$ cat src/irpde_pkg.sv
package irpde_pkg;

    localparam int DUR_W     = 10;
    localparam int BYTE_W    = 8;
    localparam int REG_IDX_W = 3;
    localparam int SEG_IDX_W = 5;

    typedef enum logic [REG_IDX_W-1:0] {
        REG_HDR_MARK   = 3'd0,
        REG_HDR_SPACE  = 3'd1,
        REG_BIT_MARK   = 3'd2,
        REG_ONE_SPACE  = 3'd3,
        REG_ZERO_SPACE = 3'd4,
        REG_FTR_MARK   = 3'd5,
        REG_FTR_SPACE  = 3'd6
    } reg_idx_t;

    localparam logic [DUR_W-1:0] HDR_MARK_RST   = 10'd90;
    localparam logic [DUR_W-1:0] HDR_SPACE_RST  = 10'd45;
    localparam logic [DUR_W-1:0] BIT_MARK_RST   = 10'd6;
    localparam logic [DUR_W-1:0] ONE_SPACE_RST  = 10'd10;
    localparam logic [DUR_W-1:0] ZERO_SPACE_RST = 10'd20;
    localparam logic [DUR_W-1:0] FTR_MARK_RST   = 10'd6;
    localparam logic [DUR_W-1:0] FTR_SPACE_RST  = 10'd400;

    localparam logic [SEG_IDX_W-1:0] SEG_HDR_MARK  = 5'd0;
    localparam logic [SEG_IDX_W-1:0] SEG_HDR_SPACE = 5'd1;
    localparam logic [SEG_IDX_W-1:0] SEG_FIRST_BIT = 5'd2;
    localparam logic [SEG_IDX_W-1:0] SEG_LAST_BIT  = 5'd17;
    localparam logic [SEG_IDX_W-1:0] SEG_FTR_MARK  = 5'd18;
    localparam logic [SEG_IDX_W-1:0] SEG_FTR_SPACE = 5'd19;

endpackage

$ cat src/ir_pulse_distance_encoder.sv
// Channel   Direction  tdata (low bit up)           tuser        tlast
// s_        in         data_byte[7:0]               first_byte   last_byte
// m_        out        duration[9:0], 6 zero bits   carrier_on   segment_last
// cfg_      in         write enable, index[2:0], wdata[9:0] (no handshake)
//
// One segment leaves per cycle while m_ is not stalled and a byte is on hand; a byte makes 16 to 20 segments,
// set by the segment index counter stepping through header, bits and footer.
// The next byte is taken in the cycle its predecessor's final segment loads
// the output register, so bytes stream without gaps.
// aresetn is synchronous, active low; it restores the default durations.
// A stalled m_ side holds the output register and the segment counter.
module ir_pulse_distance_encoder
    import irpde_pkg::*;
(
    input  logic                 aclk,
    input  logic                 aresetn,

    input  logic                 s_tvalid,
    output logic                 s_tready,
    input  logic [7:0]           s_tdata,   // data_byte[7:0]
    input  logic                 s_tuser,   // first_byte
    input  logic                 s_tlast,   // last_byte

    output logic                 m_tvalid,
    input  logic                 m_tready,
    output logic [15:0]          m_tdata,   // duration[9:0], zero fill [15:10]
    output logic                 m_tuser,   // carrier_on
    output logic                 m_tlast,   // segment_last

    input  logic                 cfg_wr_en,
    input  logic [REG_IDX_W-1:0] cfg_index,
    input  logic [DUR_W-1:0]     cfg_wr_data
);

    logic [DUR_W-1:0] hdr_mark_reg, hdr_space_reg, bit_mark_reg, one_space_reg;
    logic [DUR_W-1:0] zero_space_reg, ftr_mark_reg, ftr_space_reg;

    logic [BYTE_W-1:0]    byte_reg;
    logic                 first_reg, last_reg;
    logic                 item_valid_reg;
    logic [SEG_IDX_W-1:0] seg_idx_reg;

    logic                 m_valid_reg;
    logic                 m_mark_reg, m_last_reg;
    logic [DUR_W-1:0]     m_dur_reg;

    logic                 load, seg_done, s_accept;
    logic [SEG_IDX_W-1:0] end_idx, bit_off;
    logic [2:0]           bit_sel;
    logic                 seg_mark;
    logic [DUR_W-1:0]     seg_dur;

    always_ff @(posedge aclk) begin
        if (!aresetn) begin
            hdr_mark_reg   <= HDR_MARK_RST;
            hdr_space_reg  <= HDR_SPACE_RST;
            bit_mark_reg   <= BIT_MARK_RST;
            one_space_reg  <= ONE_SPACE_RST;
            zero_space_reg <= ZERO_SPACE_RST;
            ftr_mark_reg   <= FTR_MARK_RST;
            ftr_space_reg  <= FTR_SPACE_RST;
        end else if (cfg_wr_en) begin
            case (reg_idx_t'(cfg_index))
                REG_HDR_MARK:   hdr_mark_reg   <= cfg_wr_data;
                REG_HDR_SPACE:  hdr_space_reg  <= cfg_wr_data;
                REG_BIT_MARK:   bit_mark_reg   <= cfg_wr_data;
                REG_ONE_SPACE:  one_space_reg  <= cfg_wr_data;
                REG_ZERO_SPACE: zero_space_reg <= cfg_wr_data;
                REG_FTR_MARK:   ftr_mark_reg   <= cfg_wr_data;
                REG_FTR_SPACE:  ftr_space_reg  <= cfg_wr_data;
                default: ;
            endcase
        end
    end

    assign load     = item_valid_reg && (!m_valid_reg || m_tready);
    assign end_idx  = last_reg ? SEG_FTR_SPACE : SEG_LAST_BIT;
    assign seg_done = load && (seg_idx_reg == end_idx);
    assign s_tready = !item_valid_reg || seg_done;
    assign s_accept = s_tvalid && s_tready;

    assign bit_off = seg_idx_reg - SEG_FIRST_BIT;
    assign bit_sel = bit_off[3:1];

    always_comb begin
        seg_mark = !seg_idx_reg[0];
        if (seg_idx_reg == SEG_HDR_MARK) begin
            seg_dur = hdr_mark_reg;
        end else if (seg_idx_reg == SEG_HDR_SPACE) begin
            seg_dur = hdr_space_reg;
        end else if (seg_idx_reg == SEG_FTR_MARK) begin
            seg_dur = ftr_mark_reg;
        end else if (seg_idx_reg == SEG_FTR_SPACE) begin
            seg_dur = ftr_space_reg;
        end else if (seg_mark) begin
            seg_dur = bit_mark_reg;
        end else begin
            seg_dur = byte_reg[bit_sel] ? one_space_reg : zero_space_reg;
        end
    end

    always_ff @(posedge aclk) begin
        if (!aresetn) begin
            item_valid_reg <= 1'b0;
            seg_idx_reg    <= SEG_HDR_MARK;
        end else if (s_accept) begin
            item_valid_reg <= 1'b1;
            seg_idx_reg    <= s_tuser ? SEG_HDR_MARK : SEG_FIRST_BIT;
        end else if (seg_done) begin
            item_valid_reg <= 1'b0;
        end else if (load) begin
            seg_idx_reg    <= seg_idx_reg + SEG_IDX_W'(1);
        end
    end

    always_ff @(posedge aclk) begin
        if (s_accept) begin
            byte_reg  <= s_tdata;
            first_reg <= s_tuser;
            last_reg  <= s_tlast;
        end
    end

    always_ff @(posedge aclk) begin
        if (!aresetn) begin
            m_valid_reg <= 1'b0;
        end else if (load) begin
            m_valid_reg <= 1'b1;
        end else if (m_tready) begin
            m_valid_reg <= 1'b0;
        end
    end

    always_ff @(posedge aclk) begin
        if (load) begin
            m_mark_reg <= seg_mark;
            m_dur_reg  <= seg_dur;
            m_last_reg <= seg_idx_reg == end_idx;
        end
    end

    assign m_tvalid = m_valid_reg;
    assign m_tdata  = {{(16-DUR_W){1'b0}}, m_dur_reg};
    assign m_tuser  = m_mark_reg;
    assign m_tlast  = m_last_reg;

`ifndef SYNTHESIS
    a_idx_range: assert property (@(posedge aclk) disable iff (!aresetn)
        item_valid_reg |-> seg_idx_reg <= end_idx)
        else $error("segment index past end of byte");

    a_hdr_only_first: assert property (@(posedge aclk) disable iff (!aresetn)
        item_valid_reg && !first_reg |-> seg_idx_reg >= SEG_FIRST_BIT)
        else $error("header segment without first byte");

    a_last_is_space: assert property (@(posedge aclk) disable iff (!aresetn)
        m_tvalid && m_tlast |-> !m_tuser)
        else $error("final segment is a mark");

    a_done_frees: assert property (@(posedge aclk) disable iff (!aresetn)
        seg_done && !s_tvalid |=> !item_valid_reg)
        else $error("item held after final segment");
`endif

endmodule

$ cat config.mk
export PLATFORM = sky130hd
export DESIGN_NAME = ir_pulse_distance_encoder
export DESIGN_NICKNAME = d
export VERILOG_FILES = /design/src/irpde_pkg.sv /design/src/ir_pulse_distance_encoder.sv
export SDC_FILE = /design/constraint.sdc
export NUM_CORES = 1
export LEC_CHECK = 0
export BUFFER_PORTS_ARGS = -buffer_cell sky130_fd_sc_hd__buf_2
export CAP_MARGIN = 10
export CELL_PAD_IN_SITES_DETAIL_PLACEMENT = 0
export CELL_PAD_IN_SITES_GLOBAL_PLACEMENT = 1
export CORE_AREA = 2 2 120 122
export CTS_CLUSTER_SIZE = 12
export DETAILED_ROUTE_END_ITERATION = 7
export DIE_AREA = 0 0 122 124
export GPL_TIMING_DRIVEN = 0
export PLACE_DENSITY = 0.76
export SLEW_MARGIN = 20
export SYNTH_ARGS = -nofsm -noshare
export SYNTH_HDL_FRONTEND = slang
export SYNTH_SLANG_ARGS = --single-unit
$ cat constraint.sdc
create_clock -name aclk -period 3 [get_ports aclk]
set_clock_uncertainty 0.15 [all_clocks]
set_input_delay 0.6 -clock aclk [delete_from_list [all_inputs] [get_ports aclk]]
set_output_delay 0.6 -clock aclk [all_outputs]
set_load 0.02 [all_outputs]
==> results of run 1 <==
kinds of logic after synthesis:
family	after synthesis	synth area share, %
simple gates	259	24.69
compound gates	128	20.10
flops	98	46.08
buf+inv	49	4.699
fa+ha+maj	6	1.593
mux	6	1.832
xor+xnor	5	0.9293
other cells	1	0.07956
routing by layer:
metal	vias to the layer above	track usage, %
met5	-	0
met4	0	5.532
met3	22	4.167
met2	108	31.56
met1	1924	22.49
li1	2006	-
cell type report:
cell class / count / area [um2]
Fill cell: 1426 / 8258
Multi-Input combinational cell: 410 / 2349
Sequential cell: 98 / 2173
Clock buffer: 10 / 239.0
Tap cell: 180 / 225.2
Timing Repair Buffer: 38 / 190.2
Buffer: 36 / 172.7
Clock inverter: 6 / 63.81
Inverter: 13 / 48.80
critical path, cell delays in order (launching register included):
cell and delay [ns]:
dfxtp_2 0.46, inv_1 0.14, ha_1 0.36, mux4_2 0.45
mux2_2 0.31, o311ai_0 0.44, o211ai_1 0.17
power breakdown:
group / switching, mW / internal (mW) / leakage (nW)
combinational: 0.251 / 0.127 / 1.03
clock: 0.508 / 0.669 / 0.143
sequential: 0.0235 / 1.40 / 0.823
worst max path at each step:
stage / slack (ns) / cells after the start / to
3_3_place_gp: 0.03 / 6 / m_dur_reg[6]
5_1_grt: 0.09 / 7 / m_dur_reg[1]
6_report: 0.22 / 6 / m_dur_reg[6]
3_5_place_dp: 0.03 / 6 / m_dur_reg[6]
2_1_floorplan: 0.63 / 6 / m_dur_reg[6]
4_1_cts: 0.03 / 6 / m_dur_reg[6]
synthesized netlist by cell type, types with 5 or more instances:
master	instances	area [um2]
o221ai_1	8	70.07
nor2b_1	32	200.2
dfxtp_1	77	1541
o31ai_1	8	60.06
and3_1	5	31.28
o21ai_0	10	50.05
a211oi_1	16	120.1
nand3_1	31	155.2
inv_1	13	48.80
nand2b_1	6	37.54
edfxtp_1	21	630.6
o211ai_1	5	37.54
ha_1	6	75.07
clkbuf_1	23	86.33
buf_4	7	52.55
nor3_1	5	25.02
nand2_1	156	585.6
a21oi_1	12	60.06
nor2_1	12	45.04
a32oi_1	8	70.07
a21boi_0	52	390.4
metrics by stage:
| stage | util [%] | hold slack [ns] | instance area (um2) |
|---|---|---|---|
| after floorplan | - | 0.2890 | 4732 |
| after global placement | 37.52 | 0.3002 | 5147 |
| after detailed placement | 37.56 | 0.3065 | 5152 |
| after CTS | 39.76 | 0.2593 | 5455 |
| after global routing | 39.81 | 0.2594 | 5461 |
| final | 39.81 | 0.2706 | 5461 |
==> impl_results.md, run 1 <==
* First-pass GRT wire length at 20630 um
* TritonCTS clock tree: built
* GRT Total Usage at a little under a fifth
* Flops & latches, synth at 98
* CP max FO at 9
* Final Max Slew Viols at 0
* Hold Crit Class: in -> reg
* Clk sinks at just under 100
* Syn avg cell area at between 8 and 9 um2
* Hold Crit Start: s_tdata[7]
* Crit path DAT at approximately 2.7 ns
* DRT Pass-1 Iters at 5
* Worst vdd ir at about 0.00027 V
* Cell area power density at about 550 nW/um2
* Final Hold Viols at 0
* Post-synthesis cell type count at between 40 and 50
* Vias/cell at 5.133
* Slew margin rel. at 29.14%
* Worst-Skew Late Latency at about 0.35 ns
* Post-Route WL at ~13000 um
* Sequential share of the synthesized area at between 40% and 50%
* Vias in the first global route at roughly 3900
* Worst setup margin at 0.2244 ns
* Worst reg-to-reg path cell count at 6
* Post-CTS Setup Bufs at 0
* R2r endpoint: m_dur_reg[6]
* Die Height at ~120 um
* Worst-path clk slew at about 0.060 ns
* Final ANT Viol Nets at 0
* Largest net degree at the start of global routing at 20
* CTS max path bufs at 2
* N_diodes at 0
* Pwr Total at between 2 and 3 mW
* Mapped Area at between 4000 and 5000 um2
* Worst EP required at approximately 2.9 ns
* Met2 wire length at 6404 um
* Core Region at ~14000 um2
* Met3 WL at 634 um
* CP Capture Type: flop
* Slew @ Worst Pin at about 1.1 ns
* FMAX at around 0.36 GHz
* Max layer used: met4
* CP Launch Type: flop
* CTS Buf Count at 9
* Placed insts at roughly 780
* Per-cell routed wire length at roughly 17 um
* Final std cells w/o fill at 791
* Final setup fails at 0
* Pre-CTS setup slack at between 0.03 and 0.04 ns
* Wl on met1 at 5907 um
* Final global-route overflow total at 0
* EDFF count, synth at 21
* Layout cell share with drive strength beyond 1 at 11.62%
* Most frequent cells in the layout: 156 x nand2_1, 76 x dfxtp_1, 52 x a21boi_0, 41 x buf_2, 32 x nor2b_1
* CP startpoint: seg_idx_reg[1]
* Routability cong. at roughly 0.83
* Commonest non-fill, non-tap cell in the layout: nand2_1
* DRC viols at 0
* R2r startpoint: seg_idx_reg[1]
* Initial antenna violation count at 0
* Worst reg-to-reg setup slack at 0.22 ns
* Ys Warns at 0
* Worst hold path depth at 1
* Via count at around 4100
* Initial core utilization at 34.35%
* Mapped Cells at between 500 and 600
* RSZ-0062 raised after global routing: no
* CTS root buf: clkbuf_16
* Hold Path End: byte_reg[7]
* Ys async rst share at 0%
* Starting DRT DRC Count at about 250
* Setup tns final at 0 ns
* IO Pins at 48
* Pleak at ~2 nW
* H-Tree Level Count at 3
* Syn-to-layout area delta at 15.87%
* Critical path class: reg -> reg
* Final net count at 640
* Full die area at roughly 15000 um2
* DIE WIDTH at ~120 um
* Prevailing post-synth register cell: dfxtp_1
* Final Critical Period at 2.776 ns
* Resized cells post-CTS at 0
* Max-cap violations at 0
* Status: finished clean
* Dpl hpwl at between 9000 and 10000 um
* Final period utilization at between 90% and 100%
* Post-cts hold buffer count at 0
* Number of core rows at 43
* # port buffers at 38
Power figures use the tool's default switching activity.
==> inputs of run 2 (changes only) <==
Settings changed: RECOVER_POWER set to 50.
==> impl_results.md, run 2 (same netlist as run 1, synthesis figures left out) <==
* Clk sinks at 98
* Vias in the first global route at slightly below 4000
* Post-Route WL at 13220 um
* Final instance area at 5431 um2
* Critical path class: reg -> reg
* Hold Crit Class: in -> reg
* CTS Buf Count at 9
* Final ANT Viol Nets at 0
* P_sw at ~0.78 mW
* Hold Path End: byte_reg[7]
* CP Launch Type: flop
* Switching share of power at roughly a quarter
* Final std cells w/o fill at 791
* Slew margin rel. at under 10%
* Hold Crit Start: s_tdata[7]
* Worst hold path depth at 1
* Setup tns final at 0 ns
* Most frequent cells in the layout: 156 x nand2_1, 76 x dfxtp_1, 52 x a21boi_0, 39 x clkbuf_1, 32 x nor2b_1
* Starting DRT DRC Count at around 260
* CTS max path bufs at 2
* Commonest non-fill, non-tap cell in the layout: nand2_1
* Cell area power density at roughly 550 nW/um2
* Max-cap violations at 0
* GRT Total Usage at between 10% and 20%
* Via count at just over 4000
* Syn-to-layout area delta at 15.24%
* Worst vdd ir at between 0.0002 and 0.0003 V
* P_int at 2.192 mW
* Part of the power in registers at a little under half
* Post-cts hold buffer count at 0
* Combinational Power Share at around 13%
* Dpl hpwl at 9945 um
* Final Max Slew Viols at 0
* Full die area at roughly 15000 um2
* Worst EP required at roughly 2.9 ns
* Per-cell routed wire length at 16.72 um
* Core Region at 13720 um2
* R2r endpoint: m_dur_reg[6]
* # fillers at 1441
* # port buffers at 38
* H-Tree Level Count at 3
* Vias/cell at 5.177
* Post-CTS Setup Bufs at 0
* Placed insts at 775
* FMAX at 0.3611 GHz
* Worst reg-to-reg path cell count at 8
* Worst-Skew Late Latency at about 0.35 ns
* DRT Pass-1 Iters at 6
* Pleak at between 1.5 and 2 nW
* Largest net degree at the start of global routing at 20
* Layout cell share with drive strength beyond 1 at roughly 8.7%
* Final Critical Period at between 2 and 3 ns
* Worst-path clk slew at 0.06 ns
* TritonCTS clock tree: built
* Final Hold Viols at 0
* CP max FO at 10
* N_diodes at 0
* Slew @ Worst Pin at around 1.4 ns
* Worst setup margin at 0.2310 ns
* Number of core rows at 43
* R2r startpoint: seg_idx_reg[1]
* Area after DPL at roughly 5200 um2
* CP Capture Type: flop
* Initial core utilization at about a third
* RSZ-0062 raised after global routing: no
* Die Height at about 120 um
* Clock Power Share at between 30% and 40%
* Routability cong. at about 0.83
* First-pass GRT wire length at just over 20000 um
* Final setup fails at 0
* Final net count at 640
* Final period utilization at 92.30%
* WHS at 0.2727 ns
* CTS root buf: clkbuf_16
* Resized cells post-CTS at 0
* Worst reg-to-reg setup slack at approximately 0.23 ns
* Final core occ at 39.59%
* Crit path DAT at about 2.7 ns
* Pwr Total at 2.973 mW
* IO Pins at 48
* DRC viols at 0
* Initial antenna violation count at 0
* Pre-CTS setup slack at about 0.031 ns
* Final global-route overflow total at 0
* Status: finished clean
* DIE WIDTH at between 100 and 150 um
-- run 2: cell count changes in the layout (fill, tap and decap cells not counted), sizes merged --
| cell | delta |
|---|---|
| clkbuf | +16 |
| buf | -16 |
-- run 2: worst max-delay path, cell delays in order (launching register included) --
cell      delay (ns)
dfxtp_2         0.46
inv_1           0.14
ha_1            0.37
mux4_2          0.40
buf_2           0.33
mux2i_1         0.23
nand3_1         0.09
o311ai_0        0.14
o211ai_1        0.17
-- run 2: cell type report --
| class | count | area [um2] | share of cell area, % |
|---|---|---|---|
| clock inverter | 6 | 63.81 | 1.175 |
| tap | 180 | 225.2 | 4.147 |
| sequential | 98 | 2173 | 40.01 |
| clock buffer | 10 | 239.0 | 4.400 |
| buffer | 36 | 171.4 | 3.156 |
| timing repair buffer | 38 | 171.4 | 3.156 |
| inverter | 13 | 48.80 | 0.8984 |
| multi-input combinational | 410 | 2338 | 43.05 |
-- run 2: worst max-delay path by stage --
stage / startpoint / endpoint / slack [ns] / cells past startpoint
finish: seg_idx_reg[1] / m_dur_reg[6] / 0.23 / 8
global route: seg_idx_reg[0] / m_dur_reg[1] / 0.09 / 7
CTS: seg_idx_reg[1] / m_dur_reg[6] / 0.03 / 6
detailed placement: seg_idx_reg[1] / m_dur_reg[6] / 0.03 / 6
global placement: seg_idx_reg[1] / m_dur_reg[6] / 0.03 / 6
floorplan: seg_idx_reg[1] / m_dur_reg[6] / 0.63 / 6
-- run 2: power groups by stage --
stage	Sequential, mW	Combinational (mW)	Clock, mW
finish	1.42	0.374	1.17
global route	1.43	0.410	1.26
CTS	1.42	0.378	1.20
detailed placement	1.45	0.376	0
global placement	1.45	0.369	0
floorplan	1.46	0.223	0
-- run 2: routing by layer --
layer | track usage (%) | routed length [um] | up-vias
met5 | 0 | 0 | -
met4 | 5.532 | 289 | 0
met3 | 4.167 | 678 | 30
met2 | 31.56 | 6398 | 116
met1 | 22.49 | 5856 | 1941
li1 | - | - | 2008
